[src/hw/rtl/tfop_pkg.sv]
package tfop_pkg;

    localparam int COUNT_BITS_DEFAULT = 32;

    localparam logic [7:0] CS_U16 = 8'd253;
    localparam logic [7:0] CS_U32 = 8'd254;
    localparam logic [7:0] CS_U64 = 8'd255;
    localparam logic [7:0] SEGWIT_FLAG = 8'h01;
    localparam logic [7:0] SEGWIT_MARKER = 8'h00;

    localparam int PREFIX_BYTES = 36;
    localparam logic [2:0] VERSION_BYTES = 3'd4;
    localparam logic [2:0] SEQUENCE_BYTES = 3'd4;
    localparam logic [2:0] VALUE_LAST_IDX = 3'd7;

    typedef enum logic [13:0] {
        PH_VERSION  = 14'b00000000000001,
        PH_SEGWIT   = 14'b00000000000010,
        PH_SEGWIT2  = 14'b00000000000100,
        PH_NIN      = 14'b00000000001000,
        PH_INPREFIX = 14'b00000000010000,
        PH_SSLEN    = 14'b00000000100000,
        PH_SSSKIP   = 14'b00000001000000,
        PH_SEQ      = 14'b00000010000000,
        PH_NOUT     = 14'b00000100000000,
        PH_VALUE    = 14'b00001000000000,
        PH_SPKLEN   = 14'b00010000000000,
        PH_SPK      = 14'b00100000000000,
        PH_DONE     = 14'b01000000000000,
        PH_FAIL     = 14'b10000000000000
    } phase_t;

    typedef struct packed {
        logic        has_byte;
        logic [7:0]  spk_byte;
        logic        done_res;
        logic        ok;
        logic [63:0] amount;
        logic [31:0] spk_length;
    } res_t;

    function automatic logic [63:0] lane_or(input logic [63:0] acc, input logic [7:0] b,
                                            input logic [2:0] idx);
        logic [63:0] r;
        r = acc;
        for (int i = 0; i < 8; i++) begin
            if (idx == 3'(i)) begin
                r[8*i +: 8] = acc[8*i +: 8] | b;
            end
        end
        return r;
    endfunction

endpackage

[src/hw/rtl/tx_first_output_parser_core.sv]
// Streaming parser for a serialized transaction, one byte word per cycle. Each accepted byte
// updates the parse state in the cycle it is taken, so the parse logic never holds the input
// and a byte can be taken every cycle while the skid register is empty; a result word (a
// scriptPubKey byte, the summary on the byte marked last, or both) is registered into the
// output register while the output is free. The output register is backed by a one-word skid
// register, and in_stall rises only while that skid register is full, so a stalled output
// costs at most one extra word of buffering before the input is held. On the last byte the
// summary carries ok, the first output's amount and its declared script length, and the
// parser returns to its reset state for the next transaction. COUNT_BITS sets the width of
// the input, scriptSig and script counters; a larger count ends the parse with ok low.
module tx_first_output_parser_core
    import tfop_pkg::*;
#(
    parameter int COUNT_BITS = COUNT_BITS_DEFAULT
)
(
    input  logic        clk,
    input  logic        rst_n,
    input  logic        in_valid,
    output logic        in_stall,
    input  logic [7:0]  in_byte,
    input  logic        last,
    output logic        out_valid,
    input  logic        out_stall,
    output logic        has_byte,
    output logic [7:0]  spk_byte,
    output logic        done_res,
    output logic        ok,
    output logic [63:0] amount,
    output logic [31:0] spk_length
);

    phase_t                  phase_reg, phase_next, eph;
    logic [2:0]              idx_reg, idx_next;
    logic [63:0]             vacc_reg, vacc_next;
    logic [3:0]              vleft_reg, vleft_next;
    logic [COUNT_BITS-1:0]   inputs_reg, inputs_next;
    logic [COUNT_BITS-1:0]   skip_reg, skip_next;
    logic [63:0]             value_reg, value_next;
    logic [COUNT_BITS-1:0]   sleft_reg, sleft_next;
    logic [COUNT_BITS-1:0]   slen_reg, slen_next;
    logic                    pok_reg, pok_next;

    logic                    out_valid_reg, out_valid_next;
    logic                    skid_valid_reg, skid_valid_next;
    res_t                    out_reg, out_next;
    res_t                    skid_reg, skid_next;
    res_t                    res;

    logic                    accept, emit, consumed, has;
    logic                    fv_done, fv_over;
    logic [63:0]             fv_val, fv_acc;
    logic [2:0]              fv_idx;
    logic [3:0]              fv_left;
    logic [COUNT_BITS-1:0]   dec_skip, dec_sleft;

    assign in_stall = skid_valid_reg;
    assign accept   = in_valid && !skid_valid_reg;
    assign dec_skip  = skip_reg - COUNT_BITS'(1);
    assign dec_sleft = sleft_reg - COUNT_BITS'(1);

    // CompactSize reader step
    always_comb
    begin
        fv_done = 1'b0;
        fv_val  = 64'(in_byte);
        fv_acc  = vacc_reg;
        fv_idx  = idx_reg;
        fv_left = vleft_reg;
        if (vleft_reg == 4'd0) begin
            if (in_byte < CS_U16) begin
                fv_done = 1'b1;
            end
            else begin
                fv_acc = '0;
                fv_idx = '0;
                if (in_byte == CS_U16) begin
                    fv_left = 4'd2;
                end
                else if (in_byte == CS_U32) begin
                    fv_left = 4'd4;
                end
                else begin
                    fv_left = 4'd8;
                end
            end
        end
        else begin
            fv_acc  = lane_or(vacc_reg, in_byte, idx_reg);
            fv_idx  = idx_reg + 3'd1;
            fv_left = vleft_reg - 4'd1;
            fv_done = (vleft_reg == 4'd1);
            fv_val  = fv_acc;
        end
        fv_over = (fv_val >> COUNT_BITS) != 64'd0;
    end

    always_comb
    begin
        phase_next  = phase_reg;
        idx_next    = idx_reg;
        vacc_next   = vacc_reg;
        vleft_next  = vleft_reg;
        inputs_next = inputs_reg;
        skip_next   = skip_reg;
        value_next  = value_reg;
        sleft_next  = sleft_reg;
        slen_next   = slen_reg;
        pok_next    = pok_reg;
        eph         = phase_reg;
        consumed    = 1'b0;
        has         = 1'b0;

        // resolve the held-back zero after the version
        if (phase_reg == PH_SEGWIT) begin
            if (in_byte == SEGWIT_MARKER) begin
                phase_next = PH_SEGWIT2;
                consumed   = 1'b1;
            end
            else begin
                eph        = PH_NIN;
                phase_next = PH_NIN;
            end
        end
        else if (phase_reg == PH_SEGWIT2) begin
            if (in_byte == SEGWIT_FLAG) begin
                phase_next = PH_NIN;
                consumed   = 1'b1;
            end
            else begin
                inputs_next = '0;
                eph         = PH_NOUT;
                phase_next  = PH_NOUT;
            end
        end

        if (!consumed) begin
            unique case (eph)
                PH_VERSION:
                begin
                    idx_next = idx_reg + 3'd1;
                    if (idx_next == VERSION_BYTES) begin
                        idx_next   = '0;
                        phase_next = PH_SEGWIT;
                    end
                end
                PH_NIN:
                begin
                    vacc_next  = fv_acc;
                    idx_next   = fv_idx;
                    vleft_next = fv_left;
                    if (fv_done) begin
                        if (fv_over) begin
                            phase_next = PH_FAIL;
                        end
                        else begin
                            inputs_next = fv_val[COUNT_BITS-1:0];
                            if (fv_val == 64'd0) begin
                                phase_next = PH_NOUT;
                            end
                            else begin
                                phase_next = PH_INPREFIX;
                                skip_next  = COUNT_BITS'(PREFIX_BYTES);
                            end
                        end
                    end
                end
                PH_INPREFIX:
                begin
                    skip_next = dec_skip;
                    if (dec_skip == '0) begin
                        phase_next = PH_SSLEN;
                    end
                end
                PH_SSLEN:
                begin
                    vacc_next  = fv_acc;
                    idx_next   = fv_idx;
                    vleft_next = fv_left;
                    if (fv_done) begin
                        idx_next = '0;
                        if (fv_over) begin
                            phase_next = PH_FAIL;
                        end
                        else if (fv_val == 64'd0) begin
                            phase_next = PH_SEQ;
                        end
                        else begin
                            skip_next  = fv_val[COUNT_BITS-1:0];
                            phase_next = PH_SSSKIP;
                        end
                    end
                end
                PH_SSSKIP:
                begin
                    skip_next = dec_skip;
                    if (dec_skip == '0) begin
                        idx_next   = '0;
                        phase_next = PH_SEQ;
                    end
                end
                PH_SEQ:
                begin
                    idx_next = idx_reg + 3'd1;
                    if (idx_next == SEQUENCE_BYTES) begin
                        idx_next    = '0;
                        inputs_next = inputs_reg - COUNT_BITS'(1);
                        if (inputs_next == '0) begin
                            phase_next = PH_NOUT;
                        end
                        else begin
                            phase_next = PH_INPREFIX;
                            skip_next  = COUNT_BITS'(PREFIX_BYTES);
                        end
                    end
                end
                PH_NOUT:
                begin
                    vacc_next  = fv_acc;
                    idx_next   = fv_idx;
                    vleft_next = fv_left;
                    if (fv_done) begin
                        if (fv_val == 64'd0) begin
                            phase_next = PH_FAIL;
                        end
                        else begin
                            idx_next   = '0;
                            value_next = '0;
                            phase_next = PH_VALUE;
                        end
                    end
                end
                PH_VALUE:
                begin
                    value_next = lane_or(value_reg, in_byte, idx_reg);
                    if (idx_reg == VALUE_LAST_IDX) begin
                        idx_next   = '0;
                        phase_next = PH_SPKLEN;
                    end
                    else begin
                        idx_next = idx_reg + 3'd1;
                    end
                end
                PH_SPKLEN:
                begin
                    vacc_next  = fv_acc;
                    idx_next   = fv_idx;
                    vleft_next = fv_left;
                    if (fv_done) begin
                        if (fv_over) begin
                            phase_next = PH_FAIL;
                        end
                        else begin
                            slen_next  = fv_val[COUNT_BITS-1:0];
                            sleft_next = fv_val[COUNT_BITS-1:0];
                            if (fv_val == 64'd0) begin
                                pok_next   = 1'b1;
                                phase_next = PH_DONE;
                            end
                            else begin
                                phase_next = PH_SPK;
                            end
                        end
                    end
                end
                PH_SPK:
                begin
                    has        = 1'b1;
                    sleft_next = dec_sleft;
                    if (dec_sleft == '0) begin
                        pok_next   = 1'b1;
                        phase_next = PH_DONE;
                    end
                end
                PH_SEGWIT, PH_SEGWIT2, PH_DONE, PH_FAIL:
                begin
                end
                default:
                begin
                end
            endcase
        end

        res.has_byte   = has;
        res.spk_byte   = has ? in_byte : 8'd0;
        res.done_res   = last;
        res.ok         = last && (pok_next || phase_next == PH_SPKLEN);
        res.amount     = res.ok ? value_next : 64'd0;
        res.spk_length = (last && pok_next) ? 32'(slen_next) : 32'd0;

        // back to reset state after the last byte
        if (last) begin
            phase_next  = PH_VERSION;
            idx_next    = '0;
            vacc_next   = '0;
            vleft_next  = '0;
            inputs_next = '0;
            skip_next   = '0;
            value_next  = '0;
            sleft_next  = '0;
            slen_next   = '0;
            pok_next    = 1'b0;
        end
    end

    assign emit = accept && (has || last);

    always_comb
    begin
        out_valid_next  = out_valid_reg;
        out_next        = out_reg;
        skid_valid_next = skid_valid_reg;
        skid_next       = skid_reg;
        if (!out_valid_reg || !out_stall) begin
            if (skid_valid_reg) begin
                out_valid_next  = 1'b1;
                out_next        = skid_reg;
                skid_valid_next = 1'b0;
            end
            else begin
                out_valid_next = emit;
                out_next       = res;
            end
        end
        else if (emit) begin
            skid_valid_next = 1'b1;
            skid_next       = res;
        end
    end

    always_ff @(posedge clk or negedge rst_n)
    begin
        if (!rst_n) begin
            phase_reg      <= PH_VERSION;
            idx_reg        <= '0;
            vacc_reg       <= '0;
            vleft_reg      <= '0;
            inputs_reg     <= '0;
            skip_reg       <= '0;
            value_reg      <= '0;
            sleft_reg      <= '0;
            slen_reg       <= '0;
            pok_reg        <= 1'b0;
            out_valid_reg  <= 1'b0;
            skid_valid_reg <= 1'b0;
        end
        else begin
            if (accept) begin
                phase_reg  <= phase_next;
                idx_reg    <= idx_next;
                vacc_reg   <= vacc_next;
                vleft_reg  <= vleft_next;
                inputs_reg <= inputs_next;
                skip_reg   <= skip_next;
                value_reg  <= value_next;
                sleft_reg  <= sleft_next;
                slen_reg   <= slen_next;
                pok_reg    <= pok_next;
            end
            out_valid_reg  <= out_valid_next;
            skid_valid_reg <= skid_valid_next;
        end
    end

    always_ff @(posedge clk)
    begin
        out_reg  <= out_next;
        skid_reg <= skid_next;
    end

    assign out_valid  = out_valid_reg;
    assign has_byte   = out_reg.has_byte;
    assign spk_byte   = out_reg.spk_byte;
    assign done_res   = out_reg.done_res;
    assign ok         = out_reg.ok;
    assign amount     = out_reg.amount;
    assign spk_length = out_reg.spk_length;

    a_skid_behind_out: assert property (@(posedge clk) disable iff (!rst_n)
        skid_valid_reg |-> out_valid_reg)
        else $error("skid word held with empty output register");

    a_last_restarts: assert property (@(posedge clk) disable iff (!rst_n)
        (accept && last) |=> (phase_reg == PH_VERSION && !pok_reg))
        else $error("parser not restarted after last byte");

    a_last_gives_word: assert property (@(posedge clk) disable iff (!rst_n)
        (accept && last) |=> out_valid_reg)
        else $error("no summary word after last byte");

    a_ok_only_on_done: assert property (@(posedge clk) disable iff (!rst_n)
        (out_valid_reg && out_reg.ok) |-> out_reg.done_res)
        else $error("ok raised on a word that is not the summary");

    a_script_nonzero: assert property (@(posedge clk) disable iff (!rst_n)
        (phase_reg == PH_SPK) |-> (sleft_reg != '0))
        else $error("script phase with no bytes left");

endmodule

[config.mk]
export PLATFORM = sky130hd
export DESIGN_NAME = tx_first_output_parser_core
export DESIGN_NICKNAME = d
export VERILOG_FILES = /design/src/hw/rtl/tfop_pkg.sv /design/src/hw/rtl/tx_first_output_parser_core.sv
export SDC_FILE = /design/constraint.sdc
export NUM_CORES = 1
export LEC_CHECK = 0
export ABC_AREA = 1
export BUFFER_PORTS_ARGS = -buffer_cell sky130_fd_sc_hd__buf_4
export CAP_MARGIN = 20
export CELL_PAD_IN_SITES_DETAIL_PLACEMENT = 0
export CELL_PAD_IN_SITES_GLOBAL_PLACEMENT = 1
export CORE_ASPECT_RATIO = 0.75
export CORE_MARGIN = 4
export CORE_UTILIZATION = 42
export CTS_CLUSTER_SIZE = 20
export DETAILED_ROUTE_END_ITERATION = 16
export HOLD_SLACK_MARGIN = 0.12
export PLACE_DENSITY = 0.74
export SLEW_MARGIN = 5
export SYNTH_ARGS = -nofsm -noshare
export SYNTH_HDL_FRONTEND = slang
export SYNTH_SLANG_ARGS = --single-unit
[constraint.sdc]
create_clock -name clk -period 7.65 [get_ports clk]
set_input_delay 0.765 -clock clk [delete_from_list [all_inputs] [get_ports clk]]
set_output_delay 0.765 -clock clk [all_outputs]
set_load 0.005 [all_outputs]
======== Word level (Yosys, flattened, before mapping) ========
Index checks and enable logic that the tools add are counted.
operators by class
  $add $sub $neg .......................... 5
  $lt $le $gt $ge ......................... 1
  eq/ne operators ......................... 38
  multiplexer cells ....................... 126
  bitwise gates (word level) .............. 17
  reduce and logical (&&, ||, !) cells .... 32
operator list
  operator                 number
  $mux W32                 28
  $mux W64                 11
  $mux W14                 22
  $mux W8                  18
  $pmux W14 S10            1
  $or A8 B8 Y8             16
  $pmux W32 S2             2
  $pmux W32 S4             1
  $pmux W64 S2             1
  $mux W107                1
  $logic_not A32 Y1        3
  $sub A32 B1 Y32 const B  3
  $logic_not A64 Y1        1
  $reduce_bool A64 Y1      1
  $ne A3 B3 Y1 const B     12
  $mux W4                  8
  $mux W3                  10
  $eq A14 B11 Y1 const B   2
  $mux W9                  3
  $pmux W3 S6              1
  $mux W1                  17
  $eq A8 B8 Y1 const B     2
  $eq A3 B3 Y1 const B     5
  $eq A14 B1 Y1 const B    1
  37 further kinds         49
word-level totals
  flip-flop bits (word level) ............. 494
  input bits .............................. 13
  output and inout bits ................... 109
  word-level logic and storage cells ...... 243

======== Depth between registers and ports, before layout ========
Gate-level depths: netlist of the first run.
  word-level depth ........................ 14
  gate-level depth with buffers ........... 21
  gate-level depth less buffers ........... 20

======== Least setup slack after synthesis of the first run ========
No wires, ideal clock.
  kind .................................... input port to flip-flop
  from .................................... input out_stall
  to ...................................... register skid_reg[0] (netlist bit) (enable)
  data arrival time ....................... 7.991 ns
  setup slack ............................. -0.916 ns
  stages on the path ...................... 2
  cells stage by stage .................... nand2_1 nor2_1
between the ends
  longest elaborated chain between the ends .. 4
RTL lines
  item                         RTL line                            RTL
  from (decl)                  tx_first_output_parser_core.sv:24   input logic out_stall,
  $logic_not A1 Y1             tx_first_output_parser_core.sv:314  if (!out_valid_reg || !out_stall) begin
  $logic_or A1 B1 Y1           tx_first_output_parser_core.sv:314
  $not A1 Y1 (no line)         -
  $reduce_and A2 Y1 (no line)  -
  to (signal assigned)         tx_first_output_parser_core.sv:368  skid_reg <= skid_next;
  to (decl)                    tx_first_output_parser_core.sv:47   res_t skid_reg, skid_next;
No other way between the ends.
A chain may end at the register's enable or synchronous reset.

======== Worst setup path after layout of the first run ========
  from .................................... register phase_reg[11]
  to ...................................... register skid_reg[51] (netlist bit) (enable)
between the ends
  longest elaborated chain between the ends .. 9
  elaborated cells between the ends (all ways) .. 14
RTL lines
  item                                       RTL line                                                                RTL
  from (decl)                                tx_first_output_parser_core.sv:33                                       phase_t phase_reg, phase_next, eph;
  from (signal assigned)                     tx_first_output_parser_core.sv:349                                      phase_reg <= phase_next;
  $eq A14 B3 Y1 or $mux W14 (tied branches)  tx_first_output_parser_core.sv:125, tx_first_output_parser_core.sv:126
  $mux W14                                   tx_first_output_parser_core.sv:125                                      else if (phase_reg == PH_SEGWIT2) begin
  $mux W14                                   tx_first_output_parser_core.sv:115                                      if (phase_reg == PH_SEGWIT) begin
  $eq A14 B12 Y1                             tx_first_output_parser_core.sv:138                                      unique case (eph)
  $mux W1                                    tx_first_output_parser_core.sv:138
  $mux W1 (*)                                tx_first_output_parser_core.sv:137                                      if (!consumed) begin
  $logic_or A1 B1 Y1 (*)                     tx_first_output_parser_core.sv:306                                      assign emit = accept && (has || last);
  $logic_and A1 B1 Y1 (*)                    tx_first_output_parser_core.sv:306
  $reduce_and A2 Y1 (no line) (*)            -
Mark *: on every way between the ends. The rest lies on a longest branch, timed or not.

==> results of run 1 <==
[layer usage]
layer  up-vias  GRT usage  wire length, um  share of wire
met5         -          0               13        0.00014
met4         2     0.0537             1940          0.020
met3       120     0.0608             7670          0.081
met2       799      0.347            38300           0.40
met1     11891      0.399            47200           0.50
li1      12537          -                -              -
[Yosys cell counts (all sizes together)]
library cell  number
a21boi             1
a21oi             41
a22oi              1
and2               2
and3               1
buf               91
clkbuf           106
clkinv             4
dfrtp            279
dfstp              1
edfxtp           214
ha                16
inv              401
nand2           1347
nand3            198
nand3b            10
nand4            118
nor2             436
nor3              18
nor4               3
o211ai            49
o21a               2
o21ai            385
o21bai             3
o22ai             71
o311ai             1
o31ai              1
or2               33
xnor2              5
xor2              23
[cells by family (layout without fill, tap and decap cells)]
kind of cell	count (synthesis)	after routing	share of synthesized area
AND/OR/NAND/NOR	2166	2166	0.322
buffers and inverters	602	654	0.0898
AO/OA/AOI/OAI	555	555	0.109
flip-flops	494	494	0.465
XOR/XNOR	28	28	0.00848
adder cells (fa/ha/maj)	16	16	0.00692
[power by group]
part	total (mW)	internal, mW	switching [mW]
Combinational	3.80	1.01	2.79
Clock	2.68	1.53	1.16
Sequential	3.15	2.99	0.164
Total	9.63	5.52	4.11
[final cells by class]
type,instances,area (sq um)
inverters,405,1520
repair buffers,151,1170
flip-flops and latches,494,13400
clock inverters,35,409
clock buffers,63,1370
multi-input cells,2765,12900
fillers,6957,36400
well taps,892,1120
[metrics by stage]
stage	setup slack [ns]	cells	power (mW)	utilization	area, sq um
2_1_floorplan	0.251	3861	5.77	-	28900
3_3_place_gp	2.97	4707	6.94	0.442	30200
3_5_place_dp	2.94	4707	6.93	0.442	30200
4_1_cts	3.20	4805	9.64	0.468	32000
5_1_grt	2.73	4805	10.2	0.468	32000
6_report	3.05	4805	9.63	0.468	32000
[worst paths after layout]
path	start	to	slack, ns	cells after the start
max in group asynchronous	rst_n	vacc_reg[17]	6.00	2
min reg2reg	vacc_reg[36]	vacc_reg[36]	0.48	2
min	rst_n	skip_reg[24]	0.20	1
max	phase_reg[11]	skid_reg[51]	3.05	14
max reg2reg	phase_reg[11]	skid_reg[51]	3.05	14
min in group clk	vacc_reg[36]	vacc_reg[36]	0.48	2
==> key figures, run 1 <==
Layout
  – N_diodes: 0
  – Commonest cells after routing, fill and taps aside: 1332 x nand2_1, 383 x nor2_1, 350 x inv_1
  – Area Growth Syn to Fin: 10.5%
  – Max reg flops: 107
  – Fin nets: 3898
  – Fraction of layout cells with a size suffix above 1: 0.109
  – Commonest non-fill, non-tap cell in the layout: nand2_1

Routing
  – Via density per instance: 5.28
  – Wirelength, routed: 95100 um
  – Antenna-violating nets left: 0
  – Pre-antenna DRT Iters: 5
  – Vias: 25349
  – First DRT Iteration DRCs: 2514
  – DRC viols: 0
  – Wire length per cell: 19.8 um

Clock tree
  – Post-cts sizing count: 0
  – Worst-path clk slew: 0.07 ns
  – Setup bufs post-CTS: 0
  – Hold_buf cts: 0
  – Max Root-Sink Buffers: 3
  – Root Buffer Master: clkbuf_16
  – Clock Latency Late Sink: 0.63 ns
  – Num CTS Buffers: 52
  – Clk sinks: 494
  – Max H-tree Level: 2
  – CTS tree: built

Synthesis
  – Post-Synthesis Cells: 3861
  – Ranking of synthesized cells by area: dfrtp_1 24%, edfxtp_1 22%, nand2_1 17%
  – Register area share after synthesis: 0.465
  – FF+latch count, synth: 494
  – Synthesized area: 28900 sq um
  – Synth top area share: 0.241
  – Avg Inst Size Synth: 7.49 sq um
  – Syn Nets: 3890
  – Synthesis Warnings: 0
  – Count of different cell masters after synthesis: 48
  – Yosys top cell by area: dfrtp_1

Power
  – LEAKAGE: 15.4 nW
  – Maximum VDD drop: 0.204 mV
  – Pwr/cell area: 301 nW/um^2

Global routing
  – Number of global-route vias before repair: 23191
  – First-pass GRT wire length: 146000 um
  – Total GRT Usage: 0.253
  – Initial antenna violation count: 1
  – Gr ovfl total: 0
  – Largest net degree at the start of global routing: 115

Critical path
  – Largest stage delay, worst path: 0.58 ns
  – Data arrival time of the worst path: 4.81 ns
  – Bufs and invs on worst path: 4
  – Worst path cell trace: nor2_4 > nand3_1 > nor2_2 > nand2_1 > clkinv_1 > nand3_2 > nand2_2 > nand2_4 > nor2_4 > inv_2 > a21oi_1 > inv_1 > nor2_4 > buf_12
  – WS Path Type: register to register
  – Startpoint class of the critical path: register
  – Setup crit end kind: register
  – Crit-path most repeated cell: nor2_4
  – WP data required: 7.86 ns
  – Largest delay share family, worst path: simple AND/OR/NAND/NOR gates
  – Crit Path Max Fanout: 107
  – CP max-delay cell: inv_2

Timing
  – Worst clock skew: 0.0461 ns
  – Slew Limit Fails: 0
  – FMAX: 217 MHz
  – Slew HR: 0.323
  – Final Hold Viols: 0
  – Setup TNS: 0 ns
  – RSZ-0062 raised after global routing: false
  – Minimum clock period: 4.60 ns
  – Final hold slack: 0.198 ns
  – Period utilization: 0.602
  – Tightest Pin Transition: 1.01 ns
  – Final setup fails: 0

Floorplanning
  – Chip Width: 311 um
  – Core region area: 68300 sq um
  – DIE AREA: 73200 sq um
  – Starting Density: 0.423
  – # rows: 83
  – IO Pins: 122
  – Die Ht: 235 um

Job
  – Max Cap Viol: 0

Placed design
  – Placer Congestion: 0.922
  – I/O Buffers: 121
  – Detail Placement HPWL: 63800 um

Hold path
  – Worst Hold Class: input port to asynchronous set/reset pin

Run status
  – Outcome: finished, final reports clean
No activity file was read; power rests on OpenSTA's default activity.
==> inputs of run 2 (changes only) <==
- ABC_AREA: 1 -> 0
- CORE_UTILIZATION: 42 -> 45
- PLACE_DENSITY: 0.74 -> 0.72
- clock period: 7.65 -> 4.4 ns (I/O delays scaled with it)
==> run 2 against run 1 <==
Net effect:
- hold slack lost 0.0034 ns
- setup slack got worse by 3.0 ns
- clock-buffer cell count rose by 4
- largest cell class unchanged
- register-to-register slack got worse by 3.0 ns
- critical path depth shrank 3
- combinational power up 82%
- utilization up 6.5 points
==> key figures, run 2 <==
Floorplanning
  – Starting Density: 0.456
  – Die Ht: 217 um
  – Core region area: 57500 sq um
  – IO Pins: 122
  – Chip Width: 287 um
  – # rows: 76
  – DIE AREA: 62200 sq um

Synthesis
  – Yosys top cell by area: dfrtp_1
  – Most common cell in the netlist: nand2_1
  – Adder-cell area share of the yosys netlist: 0.00764
  – Synth Area in XOR/XNOR: 0.0144
  – Syn Nets: 2831
  – EDFF count, synth: 214
  – Post-synth top flop: dfrtp_1
  – Register area share after synthesis: 0.513
  – FFs w/ async S/R, synth: 0.567
  – Synthesized area: 26200 sq um
  – Synthesis Warnings: 0
  – Main combinational cell family by area after synthesis: compound AO/OA/AOI/OAI gates
  – Avg Inst Size Synth: 9.35 sq um
  – Count of different cell masters after synthesis: 84
  – Synth Area in Simple Gates: 0.186
  – Ranking of synthesized cells by area: dfrtp_1 27%, edfxtp_1 25%, a21oi_1 5.0%
  – Post-synthesis mux area share: 0.0192
  – Most frequent cells after synthesis: 293 x nand2_1, 286 x nor2_1, 279 x dfrtp_1
  – Synth top area share: 0.266
  – Post-Synthesis Cells: 2802
  – FF+latch count, synth: 494
  – Compound-Gate Fraction of Synth Area: 0.216

Power
  – Pwr/cell area: 568 nW/um^2
  – LEAKAGE: 12.3 nW
  – Maximum VDD drop: 0.294 mV

Critical path
  – Setup crit end kind: register
  – WP data required: 4.79 ns
  – Flop-to-flop setup slack: 0.05 ns
  – WS Path Type: register to register
  – Startpoint class of the critical path: register
  – Data arrival time of the worst path: 4.74 ns
  – Reg2reg path depth: 11
  – Crit Path Max Fanout: 55
  – Critical R2R Capture: amount[19]
  – Worst R2R Start: skip_reg[15]

Hold path
  – Hold Path Stages: 3
  – WHS Endpoint: vacc_reg[60]
  – Hold Crit Start: in_byte[4]
  – Worst Hold Class: input port to register

Layout
  – Max reg flops: 107
  – Commonest cells after routing, fill and taps aside: 291 x nand2_1, 281 x nor2_1, 278 x dfrtp_1
  – Fraction of layout cells with a size suffix above 1: 0.165
  – Fin nets: 2916
  – Commonest non-fill, non-tap cell in the layout: nand2_1
  – Fill count: 5264
  – Area Growth Syn to Fin: 17.0%
  – N_diodes: 0
  – Finished Cell Area: 30700 sq um
  – Post-route insts no fill: 3711

Job
  – Max Cap Viol: 0

Global routing
  – Largest net degree at the start of global routing: 107
  – Initial antenna violation count: 1
  – Number of global-route vias before repair: 22180
  – First-pass GRT wire length: 141000 um
  – Total GRT Usage: 0.292
  – Gr ovfl total: 0

Clock tree
  – Max Root-Sink Buffers: 3
  – Root Buffer Master: clkbuf_16
  – Num CTS Buffers: 53
  – Max H-tree Level: 2
  – Clock Latency Late Sink: 0.63 ns
  – Worst-path clk slew: 0.06 ns
  – CTS tree: built
  – Clk sinks: 494

Timing
  – Tightest Pin Transition: 1.23 ns
  – Min setup slack post-route: 0.0466 ns
  – Setup TNS: 0 ns
  – Period utilization: 0.989
  – Slew HR: 0.161
  – Final setup fails: 0
  – Minimum clock period: 4.35 ns
  – Final Hold Viols: 0
  – FMAX: 230 MHz
  – Worst clock skew: 0.0343 ns
  – Final hold slack: 0.195 ns
  – Slew Limit Fails: 0

Placed design
  – Post-Place Setup Slack: -0.0589 ns
  – DP Area: 28600 sq um
  – Placer Congestion: 1.00
  – Detail Placement HPWL: 64300 um
  – I/O Buffers: 121
  – DP Cell Count: 3609

Routing
  – First DRT Iteration DRCs: 2877
  – Pre-antenna DRT Iters: 6
  – Wire length per cell: 25.0 um
  – Antenna-violating nets left: 0
  – Vias: 23665
  – Via density per instance: 6.38
  – Wirelength, routed: 92800 um
  – DRC viols: 0

Run status
  – Outcome: finished, final reports clean
## run 2: changes by cell type after synthesis, sizes merged, moves of 126 or more
cell | previous run | this run
nand2 | 1347 | 293
inv | 401 | 33
a21oi | 41 | 261
nand3 | 198 | 25
o21ai | 385 | 230
nor2 | 436 | 286
clkbuf | 106 | 232
## run 2: layout make-up
type,instances,area [sq um],area share
multi-input cells,2014,12000,0.391
inverters,33,124,0.00404
flip-flops and latches,494,13400,0.438
repair buffers,291,2340,0.0763
clock buffers,67,1410,0.0460
clock inverters,32,390,0.0127
well taps,780,976,0.0318
## run 2: metal layers
layer | part of all wire | GRT usage
met1 | 0.48 | 0.475
met2 | 0.41 | 0.399
met3 | 0.090 | 0.0529
met4 | 0.021 | 0.0670
met5 | 0 | 0
## run 2: stage by stage
| stage | total power [mW] | util |
|---|---|---|
| floorplan | 9.61 | - |
| global placement | 12.5 | 0.498 |
| detailed placement | 12.5 | 0.498 |
| CTS | 17.2 | 0.530 |
| global route | 18.3 | 0.533 |
| finish | 17.4 | 0.533 |
## run 2: timing repair
item                                   CTS  global route
setup endpoints to repair                0           108
setup buffers                            0             1
resized for setup                        0            30
hold buffers                             2             0
endpoints found under the hold margin   72             0
## run 2: worst max path at each step
stage / start / endpoint / slack, ns
5_1_grt: sleft_reg[0] / amount[10] / -0.02
4_1_cts: skip_reg[15] / amount[15] / 0.02
3_5_place_dp: in_byte[4] / amount[15] / -0.06
6_report: skip_reg[15] / amount[19] / 0.05
2_1_floorplan: phase_reg[5] / skid_reg[0] / -0.18
3_3_place_gp: in_byte[4] / amount[16] / 0.007
## run 2: worst max-delay path, cell delays in order (launching register included)
cell	delay (ns)
dfrtp_1	0.46
or4_4	0.59
or4_1	0.64
or4_1	0.62
a21oi_1	0.18
nand2_1	0.08
nor3_1	0.26
buf_4	0.18
o211a_1	0.19
a31oi_4	0.19
buf_12	0.25
o41ai_1	0.44
## run 2: cells by family (layout without fill, tap and decap cells)
| family | count (synthesis) | count (layout) |
|---|---|---|
| adder cells (fa/ha/maj) | 16 | 16 |
| buffers and inverters | 294 | 423 |
| AND/OR/NAND/NOR | 1016 | 1016 |
| AO/OA/AOI/OAI | 894 | 894 |
| flip-flops | 494 | 494 |
| XOR/XNOR | 43 | 43 |
| multiplexers | 45 | 45 |
## run 2: power breakdown
part | internal, mW | switching [mW] | total [mW]
Combinational | 2.45 | 4.47 | 6.92
Clock | 2.70 | 1.98 | 4.68
Sequential | 5.27 | 0.543 | 5.82
Total | 10.4 | 6.99 | 17.4
